## src/rtl/cfp_pkg.sv

```systemverilog
// ----------------------------------------------------------------------------
// cfp_pkg: shared definitions of the frame parser
// Phase codes, queue operation codes, result kinds, register indexes and the
// CRC-16-CCITT byte update used by the back end.
// ----------------------------------------------------------------------------
`default_nettype none

package cfp_pkg;

    localparam int unsigned CFG_IDX_W = 2;
    localparam int unsigned CFG_DATA_W = 16;

    localparam logic [7:0]  START_BYTE_RESET  = 8'hAA;
    localparam logic [15:0] MAX_PAYLOAD_RESET = 16'd260;

    localparam logic [15:0] CRC_INIT = 16'hFFFF;
    localparam logic [15:0] CRC_POLY = 16'h1021;

    // Depth of the queue between the front and the back end.
    localparam int unsigned QUEUE_DEPTH = 2;

    typedef enum logic [CFG_IDX_W-1:0] {
        CFG_START_BYTE  = 2'd0,
        CFG_MAX_PAYLOAD = 2'd1
    } cfg_index_t;

    typedef enum logic [3:0] {
        PH_HUNT = 4'd0,
        PH_CMD  = 4'd1,
        PH_SEQH = 4'd2,
        PH_SEQL = 4'd3,
        PH_LENH = 4'd4,
        PH_LENL = 4'd5,
        PH_DATA = 4'd6,
        PH_CRCH = 4'd7,
        PH_CRCL = 4'd8
    } phase_t;

    typedef enum logic [1:0] {
        KIND_PAYLOAD = 2'd0,
        KIND_GOOD    = 2'd1,
        KIND_BAD     = 2'd2
    } kind_t;

    // Work handed from the front end to the back end.
    typedef enum logic [1:0] {
        OP_INIT   = 2'd0,   // reload the running CRC
        OP_UPDATE = 2'd1,   // fold a header byte into the CRC
        OP_DATA   = 2'd2,   // fold a payload byte in and pass it out
        OP_CHECK  = 2'd3    // compare the received CRC and report
    } op_t;

    typedef struct packed {
        op_t         op;
        logic [7:0]  data;
        logic [15:0] idx;
        logic [7:0]  cmd;
        logic [15:0] seq;
        logic [15:0] len;
        logic [15:0] frame_crc;
    } q_entry_t;

    function automatic logic [15:0] crc_byte(input logic [15:0] crc_in,
                                             input logic [7:0]  b);
        logic [15:0] c;
        c = crc_in ^ {b, 8'h00};
        for (int k = 0; k < 8; k++)
        begin
            if (c[15])
            begin
                c = {c[14:0], 1'b0} ^ CRC_POLY;
            end
            else
            begin
                c = {c[14:0], 1'b0};
            end
        end
        return c;
    endfunction

endpackage

`default_nettype wire

```

## src/rtl/cfp_byte_if.sv

```systemverilog
// ----------------------------------------------------------------------------
// cfp_byte_if: received byte channel
// Carries one byte of the serial stream per transfer.
// ----------------------------------------------------------------------------
`default_nettype none

interface cfp_byte_if;
    logic       valid;
    logic       ready;
    logic [7:0] rx_byte;

    modport source (output valid, output rx_byte, input ready);
    modport sink   (input valid, input rx_byte, output ready);
endinterface

`default_nettype wire

```

## src/rtl/cfp_result_if.sv

```systemverilog
// ----------------------------------------------------------------------------
// cfp_result_if: parser result channel
// Carries a payload byte or an end-of-frame report per transfer.
// ----------------------------------------------------------------------------
`default_nettype none

interface cfp_result_if;
    logic        valid;
    logic        ready;
    logic [1:0]  kind;
    logic [7:0]  payload_byte;
    logic [15:0] payload_index;
    logic [7:0]  frame_cmd;
    logic [15:0] frame_seq;
    logic [15:0] frame_len;

    modport source (output valid, output kind, output payload_byte,
                    output payload_index, output frame_cmd, output frame_seq,
                    output frame_len, input ready);
    modport sink   (input valid, input kind, input payload_byte,
                    input payload_index, input frame_cmd, input frame_seq,
                    input frame_len, output ready);
endinterface

`default_nettype wire

```

## src/rtl/cfp_cfg_if.sv

```systemverilog
// ----------------------------------------------------------------------------
// cfp_cfg_if: configuration write channel
// Carries a register index and write data per transfer.
// ----------------------------------------------------------------------------
`default_nettype none

interface cfp_cfg_if;
    logic                           valid;
    logic                           ready;
    logic [cfp_pkg::CFG_IDX_W-1:0]  index;
    logic [cfp_pkg::CFG_DATA_W-1:0] data;

    modport source (output valid, output index, output data, input ready);
    modport sink   (input valid, input index, input data, output ready);
endinterface

`default_nettype wire

```

## src/rtl/cfp_front.sv

```systemverilog
// ----------------------------------------------------------------------------
// cfp_front: frame phase tracker
// Accepts received bytes, walks the frame layout and hands CRC and result
// work to the back end through the queue.
// ----------------------------------------------------------------------------
`default_nettype none

module cfp_front (
    input  wire logic              clk,
    input  wire logic              rst_n,
    cfp_byte_if.sink               rx,
    input  wire logic [7:0]        start_byte,
    input  wire logic [15:0]       max_payload,
    output cfp_pkg::q_entry_t      push_entry,
    output logic                   push_valid,
    input  wire logic              push_ready
);

    cfp_pkg::phase_t phase_reg, phase_next;
    logic [15:0]     count_reg, count_next;
    logic [7:0]      cmd_reg, cmd_next;
    logic [15:0]     seq_reg, seq_next;
    logic [15:0]     len_reg, len_next;
    logic [7:0]      crch_reg, crch_next;
    logic            in_fire;
    logic [15:0]     count_inc;
    logic [15:0]     len_full;

    assign rx.ready  = push_ready;
    assign in_fire   = rx.valid && rx.ready;
    assign count_inc = count_reg + 16'd1;
    assign len_full  = {len_reg[15:8], rx.rx_byte};

    always_ff @(posedge clk or negedge rst_n)
    begin
        if (!rst_n)
        begin
            phase_reg <= cfp_pkg::PH_HUNT;
            count_reg <= '0;
            cmd_reg   <= '0;
            seq_reg   <= '0;
            len_reg   <= '0;
            crch_reg  <= '0;
        end
        else
        begin
            phase_reg <= phase_next;
            count_reg <= count_next;
            cmd_reg   <= cmd_next;
            seq_reg   <= seq_next;
            len_reg   <= len_next;
            crch_reg  <= crch_next;
        end
    end

    always_comb
    begin
        phase_next = phase_reg;
        count_next = count_reg;
        cmd_next   = cmd_reg;
        seq_next   = seq_reg;
        len_next   = len_reg;
        crch_next  = crch_reg;
        push_valid = 1'b0;
        push_entry.op        = cfp_pkg::OP_UPDATE;
        push_entry.data      = rx.rx_byte;
        push_entry.idx       = count_reg;
        push_entry.cmd       = cmd_reg;
        push_entry.seq       = seq_reg;
        push_entry.len       = len_reg;
        push_entry.frame_crc = {crch_reg, rx.rx_byte};
        if (in_fire)
        begin
            unique case (phase_reg)
                cfp_pkg::PH_HUNT:
                begin
                    if (rx.rx_byte == start_byte)
                    begin
                        push_valid    = 1'b1;
                        push_entry.op = cfp_pkg::OP_INIT;
                        count_next    = '0;
                        phase_next    = cfp_pkg::PH_CMD;
                    end
                end
                cfp_pkg::PH_CMD:
                begin
                    push_valid = 1'b1;
                    cmd_next   = rx.rx_byte;
                    phase_next = cfp_pkg::PH_SEQH;
                end
                cfp_pkg::PH_SEQH:
                begin
                    push_valid = 1'b1;
                    seq_next   = {rx.rx_byte, 8'h00};
                    phase_next = cfp_pkg::PH_SEQL;
                end
                cfp_pkg::PH_SEQL:
                begin
                    push_valid = 1'b1;
                    seq_next   = {seq_reg[15:8], rx.rx_byte};
                    phase_next = cfp_pkg::PH_LENH;
                end
                cfp_pkg::PH_LENH:
                begin
                    push_valid = 1'b1;
                    len_next   = {rx.rx_byte, 8'h00};
                    phase_next = cfp_pkg::PH_LENL;
                end
                cfp_pkg::PH_LENL:
                begin
                    push_valid = 1'b1;
                    len_next   = len_full;
                    count_next = '0;
                    if (len_full > max_payload)
                    begin
                        phase_next = cfp_pkg::PH_HUNT;
                    end
                    else if (len_full == 16'd0)
                    begin
                        phase_next = cfp_pkg::PH_CRCH;
                    end
                    else
                    begin
                        phase_next = cfp_pkg::PH_DATA;
                    end
                end
                cfp_pkg::PH_DATA:
                begin
                    push_valid    = 1'b1;
                    push_entry.op = cfp_pkg::OP_DATA;
                    count_next    = count_inc;
                    if (count_inc >= len_reg)
                    begin
                        phase_next = cfp_pkg::PH_CRCH;
                    end
                end
                cfp_pkg::PH_CRCH:
                begin
                    crch_next  = rx.rx_byte;
                    phase_next = cfp_pkg::PH_CRCL;
                end
                cfp_pkg::PH_CRCL:
                begin
                    push_valid    = 1'b1;
                    push_entry.op = cfp_pkg::OP_CHECK;
                    phase_next    = cfp_pkg::PH_HUNT;
                end
                default:
                begin
                    phase_next = cfp_pkg::PH_HUNT;
                end
            endcase
        end
    end

    // The payload counter starts from zero whenever a frame enters its data.
    a_data_starts_at_zero: assert property (@(posedge clk) disable iff (!rst_n)
        (phase_reg != cfp_pkg::PH_DATA) ##1 (phase_reg == cfp_pkg::PH_DATA)
        |-> (count_reg == 16'd0))
        else $error("payload counter not cleared on entry to data");

endmodule

`default_nettype wire

```

## src/rtl/cfp_queue.sv

```systemverilog
// ----------------------------------------------------------------------------
// cfp_queue: work queue between front and back end
// A short first-in first-out store of work entries.
// ----------------------------------------------------------------------------
`default_nettype none

module cfp_queue (
    input  wire logic              clk,
    input  wire logic              rst_n,
    input  wire cfp_pkg::q_entry_t push_entry,
    input  wire logic              push_valid,
    output logic                   push_ready,
    output cfp_pkg::q_entry_t      pop_entry,
    output logic                   pop_valid,
    input  wire logic              pop_ready
);

    localparam int unsigned PTR_W = (cfp_pkg::QUEUE_DEPTH > 1) ?
                                    $clog2(cfp_pkg::QUEUE_DEPTH) : 1;
    localparam int unsigned CNT_W = $clog2(cfp_pkg::QUEUE_DEPTH + 1);
    localparam logic [PTR_W-1:0] LAST_PTR = PTR_W'(cfp_pkg::QUEUE_DEPTH - 1);
    localparam logic [CNT_W-1:0] FULL_CNT = CNT_W'(cfp_pkg::QUEUE_DEPTH);

    cfp_pkg::q_entry_t mem [cfp_pkg::QUEUE_DEPTH];
    logic [PTR_W-1:0]  wr_ptr_reg, wr_ptr_next;
    logic [PTR_W-1:0]  rd_ptr_reg, rd_ptr_next;
    logic [CNT_W-1:0]  count_reg, count_next;
    logic              push_fire;
    logic              pop_fire;

    assign push_ready = (count_reg != FULL_CNT);
    assign pop_valid  = (count_reg != '0);
    assign pop_entry  = mem[rd_ptr_reg];
    assign push_fire  = push_valid && push_ready;
    assign pop_fire   = pop_valid && pop_ready;

    always_comb
    begin
        wr_ptr_next = wr_ptr_reg;
        rd_ptr_next = rd_ptr_reg;
        count_next  = count_reg;
        if (push_fire)
        begin
            wr_ptr_next = (wr_ptr_reg == LAST_PTR) ? '0 : wr_ptr_reg + PTR_W'(1);
        end
        if (pop_fire)
        begin
            rd_ptr_next = (rd_ptr_reg == LAST_PTR) ? '0 : rd_ptr_reg + PTR_W'(1);
        end
        if (push_fire && !pop_fire)
        begin
            count_next = count_reg + CNT_W'(1);
        end
        else if (pop_fire && !push_fire)
        begin
            count_next = count_reg - CNT_W'(1);
        end
    end

    always_ff @(posedge clk or negedge rst_n)
    begin
        if (!rst_n)
        begin
            wr_ptr_reg <= '0;
            rd_ptr_reg <= '0;
            count_reg  <= '0;
        end
        else
        begin
            wr_ptr_reg <= wr_ptr_next;
            rd_ptr_reg <= rd_ptr_next;
            count_reg  <= count_next;
        end
    end

    always_ff @(posedge clk)
    begin
        if (push_fire)
        begin
            mem[wr_ptr_reg] <= push_entry;
        end
    end

    a_count_in_range: assert property (@(posedge clk) disable iff (!rst_n)
        count_reg <= FULL_CNT)
        else $error("queue fill count beyond depth");

    a_fill_tracks_ops: assert property (@(posedge clk) disable iff (!rst_n)
        (push_fire && !pop_fire) |=> (count_reg == $past(count_reg) + CNT_W'(1)))
        else $error("queue fill count missed a push");

endmodule

`default_nettype wire

```

## src/rtl/cfp_back.sv

```systemverilog
// ----------------------------------------------------------------------------
// cfp_back: CRC engine and result stage
// Carries out queued work: keeps the running CRC, and loads payload bytes
// and end-of-frame reports into the output register.
// ----------------------------------------------------------------------------
`default_nettype none

module cfp_back (
    input  wire logic              clk,
    input  wire logic              rst_n,
    input  wire cfp_pkg::q_entry_t pop_entry,
    input  wire logic              pop_valid,
    output logic                   pop_ready,
    cfp_result_if.source           res
);

    logic [15:0]     crc_reg, crc_next;
    logic            out_valid_reg, out_valid_next;
    cfp_pkg::kind_t  kind_reg, kind_next;
    logic [7:0]      byte_reg, byte_next;
    logic [15:0]     idx_reg, idx_next;
    logic [7:0]      cmd_reg, cmd_next;
    logic [15:0]     seq_reg, seq_next;
    logic [15:0]     len_reg, len_next;
    logic            emits;
    logic            out_free;
    logic            pop_fire;

    assign emits     = (pop_entry.op == cfp_pkg::OP_DATA) ||
                       (pop_entry.op == cfp_pkg::OP_CHECK);
    assign out_free  = !out_valid_reg || res.ready;
    assign pop_ready = !emits || out_free;
    assign pop_fire  = pop_valid && pop_ready;

    always_comb
    begin
        crc_next       = crc_reg;
        out_valid_next = out_valid_reg && !res.ready;
        kind_next      = kind_reg;
        byte_next      = byte_reg;
        idx_next       = idx_reg;
        cmd_next       = cmd_reg;
        seq_next       = seq_reg;
        len_next       = len_reg;
        if (pop_fire)
        begin
            unique case (pop_entry.op)
                cfp_pkg::OP_INIT:
                begin
                    crc_next = cfp_pkg::CRC_INIT;
                end
                cfp_pkg::OP_UPDATE:
                begin
                    crc_next = cfp_pkg::crc_byte(crc_reg, pop_entry.data);
                end
                cfp_pkg::OP_DATA:
                begin
                    crc_next       = cfp_pkg::crc_byte(crc_reg, pop_entry.data);
                    out_valid_next = 1'b1;
                    kind_next      = cfp_pkg::KIND_PAYLOAD;
                    byte_next      = pop_entry.data;
                    idx_next       = pop_entry.idx;
                    cmd_next       = pop_entry.cmd;
                    seq_next       = pop_entry.seq;
                    len_next       = pop_entry.len;
                end
                cfp_pkg::OP_CHECK:
                begin
                    out_valid_next = 1'b1;
                    kind_next      = (pop_entry.frame_crc == crc_reg) ?
                                     cfp_pkg::KIND_GOOD : cfp_pkg::KIND_BAD;
                    byte_next      = '0;
                    idx_next       = '0;
                    cmd_next       = pop_entry.cmd;
                    seq_next       = pop_entry.seq;
                    len_next       = pop_entry.len;
                end
                default:
                begin
                    crc_next = crc_reg;
                end
            endcase
        end
    end

    always_ff @(posedge clk or negedge rst_n)
    begin
        if (!rst_n)
        begin
            crc_reg       <= cfp_pkg::CRC_INIT;
            out_valid_reg <= 1'b0;
        end
        else
        begin
            crc_reg       <= crc_next;
            out_valid_reg <= out_valid_next;
        end
    end

    always_ff @(posedge clk)
    begin
        kind_reg <= kind_next;
        byte_reg <= byte_next;
        idx_reg  <= idx_next;
        cmd_reg  <= cmd_next;
        seq_reg  <= seq_next;
        len_reg  <= len_next;
    end

    assign res.valid         = out_valid_reg;
    assign res.kind          = kind_reg;
    assign res.payload_byte  = byte_reg;
    assign res.payload_index = idx_reg;
    assign res.frame_cmd     = cmd_reg;
    assign res.frame_seq     = seq_reg;
    assign res.frame_len     = len_reg;

    a_init_reloads_crc: assert property (@(posedge clk) disable iff (!rst_n)
        (pop_fire && (pop_entry.op == cfp_pkg::OP_INIT)) |=>
        (crc_reg == cfp_pkg::CRC_INIT))
        else $error("start of frame did not reload the CRC");

endmodule

`default_nettype wire

```

## src/rtl/crc16_frame_parser_unit.sv

```systemverilog
// ----------------------------------------------------------------------------
// crc16_frame_parser_unit: SOF/length/CRC-16 frame parser
// Deframes SOF, CMD, SEQ, LEN, DATA, CRC16 frames from a byte stream.
// ----------------------------------------------------------------------------
// The parser takes one received byte per clock cycle for as long as the
// result side keeps up, and passes each payload byte out as it arrives,
// followed by a frame-good or CRC-error report on the last CRC byte. The
// front end tracks the frame layout and captures CMD, SEQ and LEN; the back
// end folds each byte into the CRC-16-CCITT (polynomial 0x1021, initial
// value 0xFFFF, most significant bit first), and that byte-wide CRC
// update sets the clock period of the block. A two-entry work queue sits
// between the two, so a byte is normally accepted while an earlier result
// still waits in the output register; a result passes through a queue
// entry and then the output register. Frames whose LEN exceeds the
// maximum are dropped without any report, so a consumer must discard the
// payload of a frame that does not end in a good-CRC report. Configuration
// transfers are always taken and must only be made while the parser is idle.
// ----------------------------------------------------------------------------
`default_nettype none

module crc16_frame_parser_unit (
    input  wire logic     clk,
    input  wire logic     rst_n,
    cfp_cfg_if.sink       cfg,
    cfp_byte_if.sink      rx,
    cfp_result_if.source  res
);

    // Configuration registers.
    logic [7:0]  start_byte_reg;
    logic [15:0] max_payload_reg;
    logic        cfg_fire;

    // Work queue links.
    cfp_pkg::q_entry_t push_entry;
    logic              push_valid;
    logic              push_ready;
    cfp_pkg::q_entry_t pop_entry;
    logic              pop_valid;
    logic              pop_ready;

    // The register file never stalls a write; unknown indexes are ignored.
    assign cfg.ready = 1'b1;
    assign cfg_fire  = cfg.valid && cfg.ready;

    always_ff @(posedge clk or negedge rst_n)
    begin
        if (!rst_n)
        begin
            start_byte_reg  <= cfp_pkg::START_BYTE_RESET;
            max_payload_reg <= cfp_pkg::MAX_PAYLOAD_RESET;
        end
        else if (cfg_fire)
        begin
            if (cfg.index == cfp_pkg::CFG_START_BYTE)
            begin
                start_byte_reg <= cfg.data[7:0];
            end
            else if (cfg.index == cfp_pkg::CFG_MAX_PAYLOAD)
            begin
                max_payload_reg <= cfg.data[15:0];
            end
        end
    end

    // Front end: follows the frame layout and posts work for each frame byte except the high CRC byte.
    cfp_front u_front (
        .clk         (clk),
        .rst_n       (rst_n),
        .rx          (rx),
        .start_byte  (start_byte_reg),
        .max_payload (max_payload_reg),
        .push_entry  (push_entry),
        .push_valid  (push_valid),
        .push_ready  (push_ready)
    );

    // Work queue: lets the front end run on while a result is stalled.
    cfp_queue u_queue (
        .clk        (clk),
        .rst_n      (rst_n),
        .push_entry (push_entry),
        .push_valid (push_valid),
        .push_ready (push_ready),
        .pop_entry  (pop_entry),
        .pop_valid  (pop_valid),
        .pop_ready  (pop_ready)
    );

    // Back end: running CRC and the result output register.
    cfp_back u_back (
        .clk       (clk),
        .rst_n     (rst_n),
        .pop_entry (pop_entry),
        .pop_valid (pop_valid),
        .pop_ready (pop_ready),
        .res       (res)
    );

endmodule

`default_nettype wire
```

## src/flat_wrapper.sv

```systemverilog
// flat-port wrapper written by rule: the top's interface ports become plain ports
module crc16_frame_parser_unit_flat 
  (clk, rst_n, cfg_valid, cfg_index, cfg_data, cfg_ready, rx_valid, rx_rx_byte, rx_ready, res_valid, res_kind, res_payload_byte, res_payload_index, res_frame_cmd, res_frame_seq, res_frame_len, res_ready);
  cfp_cfg_if cfg_i ();
  cfp_byte_if rx_i ();
  cfp_result_if res_i ();
  input  wire logic clk;
  input  wire logic rst_n;
  input wire logic [$bits(cfg_i.valid)-1:0] cfg_valid;
  input wire logic [$bits(cfg_i.index)-1:0] cfg_index;
  input wire logic [$bits(cfg_i.data)-1:0] cfg_data;
  output wire logic [$bits(cfg_i.ready)-1:0] cfg_ready;
  input wire logic [$bits(rx_i.valid)-1:0] rx_valid;
  input wire logic [$bits(rx_i.rx_byte)-1:0] rx_rx_byte;
  output wire logic [$bits(rx_i.ready)-1:0] rx_ready;
  output wire logic [$bits(res_i.valid)-1:0] res_valid;
  output wire logic [$bits(res_i.kind)-1:0] res_kind;
  output wire logic [$bits(res_i.payload_byte)-1:0] res_payload_byte;
  output wire logic [$bits(res_i.payload_index)-1:0] res_payload_index;
  output wire logic [$bits(res_i.frame_cmd)-1:0] res_frame_cmd;
  output wire logic [$bits(res_i.frame_seq)-1:0] res_frame_seq;
  output wire logic [$bits(res_i.frame_len)-1:0] res_frame_len;
  input wire logic [$bits(res_i.ready)-1:0] res_ready;
  assign cfg_i.valid = cfg_valid;
  assign cfg_i.index = cfg_index;
  assign cfg_i.data = cfg_data;
  assign cfg_ready = cfg_i.ready;
  assign rx_i.valid = rx_valid;
  assign rx_i.rx_byte = rx_rx_byte;
  assign rx_ready = rx_i.ready;
  assign res_valid = res_i.valid;
  assign res_kind = res_i.kind;
  assign res_payload_byte = res_i.payload_byte;
  assign res_payload_index = res_i.payload_index;
  assign res_frame_cmd = res_i.frame_cmd;
  assign res_frame_seq = res_i.frame_seq;
  assign res_frame_len = res_i.frame_len;
  assign res_i.ready = res_ready;
  crc16_frame_parser_unit u_core (.clk(clk), .rst_n(rst_n), .cfg(cfg_i), .rx(rx_i), .res(res_i));
endmodule
```

## config.mk

```make
export PLATFORM = sky130hd
export DESIGN_NAME = crc16_frame_parser_unit_flat
export DESIGN_NICKNAME = d
export VERILOG_FILES = /design/src/rtl/cfp_pkg.sv /design/src/rtl/cfp_byte_if.sv /design/src/rtl/cfp_result_if.sv /design/src/rtl/cfp_cfg_if.sv /design/src/rtl/cfp_front.sv /design/src/rtl/cfp_queue.sv /design/src/rtl/cfp_back.sv /design/src/rtl/crc16_frame_parser_unit.sv /design/src/flat_wrapper.sv
export SDC_FILE = /design/constraint.sdc
export NUM_CORES = 1
export LEC_CHECK = 0
export ABC_AREA = 1
export BUFFER_PORTS_ARGS = -buffer_cell sky130_fd_sc_hd__buf_2
export CELL_PAD_IN_SITES_DETAIL_PLACEMENT = 1
export CELL_PAD_IN_SITES_GLOBAL_PLACEMENT = 1
export CORE_ASPECT_RATIO = 1.5
export CORE_MARGIN = 2
export CORE_UTILIZATION = 48
export CTS_CLUSTER_DIAMETER = 120
export DETAILED_ROUTE_END_ITERATION = 7
export PLACE_DENSITY = 0.78
export SLEW_MARGIN = 20
export SYNTH_ARGS = -nofsm -noshare
export SYNTH_HDL_FRONTEND = slang
export SYNTH_SLANG_ARGS = --single-unit
```

## constraint.sdc

```tcl
create_clock -name clk -period 6.1 [get_ports clk]
set_input_delay 1.22 -clock clk [delete_from_list [all_inputs] [get_ports clk]]
set_output_delay 1.22 -clock clk [all_outputs]
set_load 0.02 [all_outputs]
```

==> results of run 1 <==
[per-stage QoR]
stage          hold slack (ps)  power (mW)  cells  util (%)
2_1_floorplan              436        6.03   1226         -
3_3_place_gp               443        6.93   1651      51.5
3_5_place_dp               454        7.15   1651      51.5
4_1_cts                    472        9.12   1708      55.0
5_1_grt                    488        9.57   1709      55.0
6_report                   473        9.02   1709      55.0
[logic make-up (layout without fill, tap and decap cells)]
group	after synthesis	count (layout)
XOR/XNOR	60	60
adder cells (fa/ha/maj)	36	36
AO/OA/AOI/OAI	156	156
other	1	1
AND/OR/NAND/NOR	474	474
buffers and inverters	172	304
flip-flops	327	327
[worst paths after layout]
check / start / cells after the start / endpoint / slack, ps
min in group asynchronous: rst_n / 1 / u_core.u_front.seq_reg[3] / 810
hold / removal: u_core.u_front.seq_reg[9] / 0 / u_core.u_queue.mem[0][41] / 470
max in group asynchronous: rst_n / 2 / u_core.max_payload_reg[15] / 4100
setup reg to reg: u_core.u_front.phase_reg[3] / 8 / u_core.u_queue.mem[1][65] / 2790
hold reg to reg: u_core.u_front.seq_reg[9] / 0 / u_core.u_queue.mem[0][41] / 470
setup / recovery: u_core.u_front.phase_reg[3] / 8 / u_core.u_queue.mem[1][65] / 2790
[power by group through the flow]
stage	registers, mW	logic, mW	clock network, mW
finish	3.89	3.21	1.92
global route	3.96	3.58	2.02
CTS	3.90	3.27	1.96
detailed placement	3.93	3.22	0
global placement	3.87	3.07	0
floorplan	4.12	1.90	0
[area by class of cell]
class | count | area [sq um]
Clock inverter | 16 | 155
Fill cell | 3044 | 12800
Sequential cell | 327 | 9280
Clock buffer | 41 | 843
Inverter | 140 | 526
Multi-Input combinational cell | 727 | 3880
Tap cell | 351 | 439
Timing Repair Buffer | 107 | 568
[per-layer routing]
metal,vias to the layer above,share of wire (%)
met3,74,3.6
met5,-,0
met1,4637,38
li1,4278,-
met2,204,55
met4,0,3.7
[Yosys cell counts, types with 8 or more instances]
library cell	instances
a21oi_1	32
clkbuf_1	19
dfrtp_1	91
dfstp_2	22
edfxtp_1	214
ha_1	36
inv_1	139
nand2_1	310
nand3_1	36
nand4_1	11
nor2_1	90
nor3_1	10
o21ai_0	81
o22ai_1	17
xnor2_1	19
xor2_1	33
xor2_2	8
[worst max-delay path, cell delays in order, from the launching register on]
cell	delay (ps)
dfrtp_1	430
nor2_1	340
nand3_1	390
nand2_1	220
nor3_1	80
nand3_1	100
nand2_1	160
nor2_4	690
buf_4	520
==> results.sh, run 1 <==
export IMPL_power_density_nw_per_um2=575
export IMPL_crit_type="reg -> reg"
export IMPL_power_frac_clock_pct=21.3
export IMPL_die_area_sq_um=30200
export IMPL_crit_required_ps=6310
export IMPL_muxShareOfSynthArea_pct=0
export IMPL_drt_initial_drc_count=573
export IMPL_cts_htree_levels=1
export IMPL_n_antenna_cell=0
export IMPL_synth_largest_area_cell="edfxtp_1"
export IMPL_rsz0062_at_grt="no"
export IMPL_synth_compound_area_share_pct=6.44
export IMPL_layout_common_cells="310 x nand2_1, 214 x edfxtp_1, 137 x inv_1"
export IMPL_cts_setup_buffers=0
export IMPL_detail_route_antenna_nets=0
export IMPL_ioPinCount=100
export IMPL_synthAdderAreaFrac_pct=3.26
export IMPL_netlist_area_sq_um=13800
export IMPL_clock_sinks=327
export IMPL_seqPwrFrac_pct=43.1
export IMPL_overflow=0
export IMPL_status="complete, no violations"
export IMPL_intPower_mw=5.50
export IMPL_slew_violations=0
export IMPL_p_switching_mw=3.52
export IMPL_drive_gt1_share_pct=15.0
export IMPL_grt_max_degree=84
export IMPL_use_met1_pct=27.5
export IMPL_final_common_cell="nand2_1"
export IMPL_syn_area_per_cell_sq_um=11.3
export IMPL_clkSlewWorstSetupHoldPaths_ps=60
export IMPL_gp_congestion=0.823
export IMPL_async_reset_ff_share_pct=34.6
export IMPL_coreArea_sq_um=28500
export IMPL_cts_buffer_depth=3
export IMPL_io_buffer_count=98
export IMPL_wl_per_cell_um=20.6
export IMPL_yosys_cell_types_count=43
export IMPL_synth_ff_type="edfxtp_1"
export IMPL_seq_area_frac_synth_pct=67.1
export IMPL_clock_skew_ps=24.2
export IMPL_p_leak_nw=6.91
export IMPL_yosys_area_share_simple_pct=14.0
export IMPL_grt_antenna_before_repair=0
export IMPL_maxCapViolCount=0
export IMPL_fin_nets=1401
export IMPL_finalWirelength_um=35200
export IMPL_cts_root_buf="clkbuf_16"
export IMPL_design_area_sq_um=15700
export IMPL_cts_buffers=31
export IMPL_cp_max_fo=30
export IMPL_relSlewSlack_pct=29.7
export IMPL_place_ws_ps=2340
export IMPL_synthXorXnorAreaFrac_pct=4.23
export IMPL_postCtsResizedCells=0
export IMPL_num_rows=76
export IMPL_busiest_layer="met2"
export IMPL_yosys_warnings=0
export IMPL_synth_top_family_by_area="simple AND/OR/NAND/NOR gates"
export IMPL_peakVddDrop_mv=0.265
export IMPL_grt_usage_pct=23.8
export IMPL_fin_tns_setup_ps=0
export IMPL_firstDrtPassIters=5
export IMPL_fin_crit_ps=3310
export IMPL_vias=9193
export IMPL_initial_core_util_pct=48.5
export IMPL_synth_top_area_share_pct=46.5
export IMPL_worst_pin_slew_ps=1050
export IMPL_drc=0
export IMPL_syn_nets=1293
export IMPL_critPathCaptureType="flip-flop"
export IMPL_synthTopCellsByArea="edfxtp_1 46%, dfrtp_1 16%, nand2_1 8.4%, dfstp_2 4.2%, inv_1 3.8%"
export IMPL_synth_seq_cells=327
export IMPL_setup_violations=0
export IMPL_cp_arrival_ps=3520
export IMPL_clock_latency_ps=580
export IMPL_dieHeight_um=212
export IMPL_syn_to_final_growth_pct=13.4
export IMPL_die_w_um=143
export IMPL_cts_tree="yes"
export IMPL_final_hold_viol_count=0
export IMPL_largest_reg_flops=148
export IMPL_grt_use_met3_pct=3.03
export IMPL_dp_hpwl_um=24200
export IMPL_use_met2_pct=44.7
export IMPL_clock_fmax_ghz=0.302
export IMPL_finalWorstSetupSlack_ps=2790
export IMPL_cp_start_kind="flip-flop"
export IMPL_largest_register="u_core.u_queue.mem"
export IMPL_grt_pass1_vias=9973
export IMPL_vias_per_cell=5.38
export IMPL_p_comb_share_pct=35.6
export IMPL_placed_area_sq_um=14700
export IMPL_switching_share_pct=39.0
export IMPL_hold_path_class="reg -> reg"
export IMPL_synth_edf_count=214
export IMPL_syn_inst=1226
export IMPL_fin_crit_sh_pct=54.3
export IMPL_hold_buffers=0
export IMPL_grt_pass1_wl_um=55200
Power figures use the tool's default switching activity.
==> inputs of run 2 (changes only) <==
Settings changed: ABC_AREA 1 to 0, CORE_UTILIZATION 48 to 46, PLACE_DENSITY 0.78 to 0.75.
Clock period 6.1 ns to 2.7 ns, I/O delays scaled along.
==> results.sh, run 2 <==
export IMPL_finalWorstSetupSlack_ps=143
export IMPL_yosys_warnings=0
export IMPL_fin_nets=1100
export IMPL_clock_sinks=327
export IMPL_yosysMostFrequentCell="edfxtp_1"
export IMPL_crit_type="reg -> reg"
export IMPL_fin_crit_sh_pct=94.7
export IMPL_grt_pass1_vias=8378
export IMPL_drive_gt1_share_pct=32.8
export IMPL_io_buffer_count=98
export IMPL_peakVddDrop_mv=0.595
export IMPL_grt_usage_pct=19.2
export IMPL_gp_congestion=0.793
export IMPL_cp_max_fo=4
export IMPL_syn_inst=886
export IMPL_fin_crit_ps=2560
export IMPL_die_w_um=144
export IMPL_yosys_top_cells_count="214 x edfxtp_1, 91 x dfrtp_1, 87 x mux2_2, 52 x nor2_1, 46 x xnor2_1"
export IMPL_largest_reg_flops=148
export IMPL_worst_pin_slew_ps=644
export IMPL_seq_area_frac_synth_pct=68.4
export IMPL_crit_family="simple AND/OR/NAND/NOR gates"
export IMPL_cts_tree="yes"
export IMPL_synth_largest_area_cell="edfxtp_1"
export IMPL_critPathCaptureType="flip-flop"
export IMPL_netlist_area_sq_um=13600
export IMPL_slew_violations=0
export IMPL_synth_edf_count=214
export IMPL_worstPathCellList="and4_1 > and2b_2 > nor3b_2 > and3_1 > xor2_2 > ha_1 > nand4_1 > a221o_1 > a211o_1 > o22ai_1"
export IMPL_detail_route_antenna_nets=0
export IMPL_cts_htree_levels=1
export IMPL_synth_ff_type="edfxtp_1"
export IMPL_place_ws_ps=40.6
export IMPL_vias_per_cell=5.26
export IMPL_finalPower_mw=19.7
export IMPL_cp_start_kind="flip-flop"
export IMPL_dp_hpwl_um=20000
export IMPL_rsz0062_at_grt="no"
export IMPL_dieHeight_um=214
export IMPL_grt_pass1_wl_um=46000
export IMPL_n_antenna_cell=0
export IMPL_synth_top_area_share_pct=47.3
export IMPL_finalWirelength_um=29300
export IMPL_layout_common_cells="214 x edfxtp_1, 97 x buf_2, 89 x dfrtp_1"
export IMPL_critPathSlowestCell="dfrtp_1"
export IMPL_initial_core_util_pct=46.3
export IMPL_maxCapViolCount=0
export IMPL_yosys_cell_types_count=58
export IMPL_coreArea_sq_um=29300
export IMPL_drt_initial_drc_count=394
export IMPL_stdcell_count=1453
export IMPL_synthTopCellsByArea="edfxtp_1 47%, dfrtp_1 17%, mux2_2 7.2%, dfstp_2 4.3%, ha_1 3.3%"
export IMPL_cp_arrival_ps=3040
export IMPL_clock_skew_ps=13.9
export IMPL_crit_required_ps=3180
export IMPL_cts_root_buf="clkbuf_16"
export IMPL_p_leak_nw=6.35
export IMPL_syn_to_final_growth_pct=17.3
export IMPL_clock_fmax_ghz=0.391
export IMPL_syn_area_per_cell_sq_um=15.3
export IMPL_grt_antenna_before_repair=0
export IMPL_power_density_nw_per_um2=1240
export IMPL_clkSlewWorstSetupHoldPaths_ps=60
export IMPL_async_reset_ff_share_pct=34.6
export IMPL_die_area_sq_um=30900
export IMPL_clock_latency_ps=570
export IMPL_max_stage_delay_ps=370
export IMPL_status="complete, no violations"
export IMPL_firstDrtPassIters=4
export IMPL_cts_buffers=31
export IMPL_place_inst=1394
export IMPL_relSlewSlack_pct=56.9
export IMPL_ioPinCount=100
export IMPL_regArea_sq_um=9290
export IMPL_cts_buffer_depth=3
export IMPL_syn_nets=953
export IMPL_overflow=0
export IMPL_wl_per_cell_um=20.2
export IMPL_drc=0
export IMPL_final_common_cell="edfxtp_1"
export IMPL_final_hold_viol_count=0
export IMPL_cts_setup_buffers=0
export IMPL_grt_max_degree=64
export IMPL_vias=7636
export IMPL_synth_seq_cells=327
export IMPL_path_buf_inv=0
export IMPL_num_rows=77
export IMPL_hold_path_class="in -> reg"
export IMPL_setup_violations=0
export IMPL_multi_input_area_sq_um=4060
export IMPL_fill_cells=2855
export IMPL_largest_register="u_core.u_queue.mem"
==> run 2: cell count changes in the layout (fill, tap and decap cells not counted), moves of 32 or more <==
cell,previous run,this run
inv_1,137,40
nand2_1,310,29
o21ai_0,81,19
nor2_1,88,50
mux2i_1,0,32
buf_4,9,45
mux2_2,0,87
==> run 2: final cells by class <==
type,instances,share of cell area [%]
flip-flops and latches,327,58.3
multi-input cells,484,25.5
repair buffers,149,5.99
clock buffers,45,5.39
well taps,395,3.10
inverters,40,0.943
clock inverters,13,0.762
==> run 2: worst register-to-register path: stages (launching register included) <==
cell,delay [ps]
dfrtp_1,370
and4_1,240
and2b_2,240
nor3b_2,160
and3_1,200
xor2_2,160
ha_1,320
nand4_1,100
a221o_1,320
a211o_1,270
o22ai_1,100
==> run 2: final timing paths <==
path | start | endpoint | slack, ps | cells past startpoint
max | u_core.u_front.count_reg[3] | u_core.u_front.phase_reg[0] | 140 | 10
min | cfg_data[12] | u_core.max_payload_reg[12] | 200 | 2
max reg2reg | u_core.u_front.count_reg[3] | u_core.u_front.phase_reg[0] | 140 | 10
min reg2reg | u_core.u_front.seq_reg[15] | u_core.u_queue.mem[0][47] | 470 | 0
max in group asynchronous | rst_n | u_core.max_payload_reg[8] | 1320 | 3
min in group asynchronous | rst_n | u_core.u_front.count_reg[4] | 500 | 2
==> run 2: through the flow <==
| step | cell area (sq um) | setup TNS, ps | hold slack, ps | util, % |
|---|---|---|---|---|
| 3_3_place_gp | 14900 | 0 | 445 | 50.8 |
| 3_5_place_dp | 14900 | 0 | 460 | 50.8 |
| 2_1_floorplan | 13700 | -62060 | 244 | - |
| 5_1_grt | 15900 | 0 | 196 | 54.4 |
| 6_report | 15900 | 0 | 204 | 54.4 |
| 4_1_cts | 15900 | 0 | 193 | 54.2 |
==> run 2: timing repair <==
| item | in CTS | in global routing |
|---|---|---|
| hold endpoints to repair | 28 | 0 |
| setup endpoints to repair | 0 | 17 |
| hold buffers | 1 | 0 |
| gates resized for setup | 0 | 12 |
==> run 2: layer usage <==
layer	vias up	track usage, %	part of all wire (%)
met4	0	5.99	2.5
met3	41	2.39	3.2
met2	141	34.1	53
li1	3533	-	-
met1	3921	24.5	41
met5	-	0	0
==> run 2: kinds of logic (layout without fill, tap and decap cells) <==
logic type | after synthesis | count (layout) | share of synthesized area (%)
XOR/XNOR | 67 | 67 | 4.66
AO/OA/AOI/OAI | 104 | 104 | 4.92
buffers and inverters | 75 | 247 | 2.53
flip-flops | 327 | 327 | 68.4
multiplexers | 128 | 128 | 10.6
adder cells (fa/ha/maj) | 36 | 36 | 3.32
AND/OR/NAND/NOR | 148 | 148 | 5.60
other | 1 | 1 | 0.0276
==> run 2: power by group <==
group,internal [mW],total [mW],switching (mW)
clock,2.39,4.20,1.81
combinational,2.70,6.61,3.91
sequential,7.88,8.88,1.00
total,13.0,19.7,6.72
==> inputs of run 3 (changes only) <==
Settings changed: CORE_MARGIN 2 to unset, CTS_BUF_LIST set to sky130_fd_sc_hd__clkbuf_16.
==> results.sh, run 3 (same netlist as run 2, synthesis figures left out) <==
export IMPL_power_density_nw_per_um2=1270
export IMPL_dieHeight_um=212
export IMPL_whs_ps=32.2
export IMPL_detail_route_antenna_nets=0
export IMPL_vias_per_cell=5.31
export IMPL_wl_per_cell_um=20.7
export IMPL_grt_usage_pct=21.1
export IMPL_postLayoutCoreUtil_pct=55.9
export IMPL_setup_violations=0
export IMPL_cp_arrival_ps=3000
export IMPL_crit_type="reg -> reg"
export IMPL_fin_nets=1103
export IMPL_final_hold_viol_count=0
export IMPL_critPathCaptureType="flip-flop"
export IMPL_firstDrtPassIters=4
export IMPL_worst_pin_slew_ps=913
export IMPL_fin_crit_sh_pct=96.8
export IMPL_fill_cells=2807
export IMPL_layout_common_cells="214 x edfxtp_1, 97 x buf_2, 89 x dfrtp_1"
export IMPL_cts_htree_levels=2
export IMPL_grt_pass1_wl_um=47700
export IMPL_n_antenna_cell=0
export IMPL_drive_gt1_share_pct=33.8
export IMPL_cp_start_kind="flip-flop"
export IMPL_maxCapViolCount=0
export IMPL_cts_buffer_depth=3
export IMPL_crit_required_ps=3090
export IMPL_vias=7703
export IMPL_clock_sinks=327
export IMPL_peakVddDrop_mv=0.601
export IMPL_cts_root_buf="clkbuf_16"
export IMPL_cts_buffers=34
export IMPL_dp_hpwl_um=20000
export IMPL_relSlewSlack_pct=39.1
export IMPL_gp_congestion=0.831
export IMPL_max_stage_delay_ps=450
export IMPL_drt_initial_drc_count=414
export IMPL_overflow=0
export IMPL_num_rows=76
export IMPL_clkSlewWorstSetupHoldPaths_ps=60
export IMPL_fin_tns_setup_ps=0
export IMPL_worstPathCellList="nand2_1 > and2b_2 > and4_4 > xor2_1 > ha_1 > nand4_1 > and3_1 > a221o_1 > a211oi_2 > o221ai_1"
export IMPL_cp_max_fo=4
export IMPL_initial_core_util_pct=46.9
export IMPL_clock_latency_ps=530
export IMPL_final_common_cell="edfxtp_1"
export IMPL_finalWirelength_um=30100
export IMPL_io_buffer_count=98
export IMPL_critPathSlowestCell="dfrtp_2"
export IMPL_path_buf_inv=0
export IMPL_die_area_sq_um=30200
export IMPL_status="complete, no violations"
export IMPL_cts_tree="yes"
export IMPL_clock_fmax_ghz=0.383
export IMPL_syn_to_final_growth_pct=19.0
export IMPL_largest_reg_flops=148
export IMPL_drc=0
export IMPL_grt_antenna_before_repair=0
export IMPL_crit_family="simple AND/OR/NAND/NOR gates"
export IMPL_coreArea_sq_um=28900
export IMPL_die_w_um=142
export IMPL_clock_skew_ps=21.5
export IMPL_grt_max_degree=65
export IMPL_largest_register="u_core.u_queue.mem"
export IMPL_slew_violations=0
export IMPL_ioPinCount=100
export IMPL_grt_pass1_vias=8409
export IMPL_p_leak_nw=6.49
export IMPL_fin_crit_ps=2610
export IMPL_hold_path_class="in -> async"
[run 3: final cells by class]
type	count	area, sq um	area share, %
flip-flops and latches	327	9290	57.5
multi-input cells	484	4080	25.3
repair buffers	149	938	5.81
clock buffers	37	926	5.73
well taps	390	488	3.02
clock inverters	25	277	1.71
inverters	40	150	0.930
[run 3: power breakdown]
part	switching [mW]	internal, mW	leakage, nW
sequential	1.02	7.88	3.39
combinational	3.93	2.68	2.49
clock	1.97	3.06	0.608
total	6.91	13.6	6.49
[run 3: worst reg2reg max path, stage by stage, from the launching register on]
cell and delay (ps):
dfrtp_2 450, nand2_1 120, and2b_2 260, and4_4 210, xor2_1 140, ha_1 300
nand4_1 100, and3_1 180, a221o_1 380, a211oi_2 210, o221ai_1 140
[run 3: worst paths after layout]
check / from / to / slack, ps / cells after the start
max reg2reg: u_core.u_front.count_reg[0] / u_core.u_front.phase_reg[2] / 90 / 10
min in group clk: cfg_data[5] / u_core.max_payload_reg[5] / 260 / 2
max: u_core.u_front.count_reg[0] / u_core.u_front.phase_reg[2] / 90 / 10
min reg2reg: u_core.u_front.crch_reg[7] / u_core.u_queue.mem[1][15] / 470 / 0
max in group asynchronous: rst_n / u_core.max_payload_reg[8] / 1900 / 2
min: rst_n / u_core.u_back.res.valid / 30 / 1
[run 3: per-layer routing]
layer	wire length, um	vias up	GRT usage [%]
li1	-	3546	-
met1	12300	3952	26.0
met2	15800	144	36.9
met3	877	61	3.09
met4	1060	0	8.42
met5	0	-	0
[run 3: per-stage QoR]
stage / setup WS [ps] / cell area (sq um) / instances / total power [mW]
after CTS: 0.119 / 16100 / 1451 / 20.7
after global placement: 137 / 14900 / 1389 / 15.2
after detailed placement: 75.2 / 14900 / 1389 / 15.6
after global routing: -0.385 / 16100 / 1452 / 21.6
final: 86.2 / 16100 / 1452 / 20.5
after floorplan: -748 / 13700 / 886 / 13.3
[run 3: timing repair]
action                                  4_1_cts  5_1_grt
hold buffers                                  0        0
endpoints found under the setup margin        0        3
setup buffers                                 0        1
gates resized for setup                       0       20
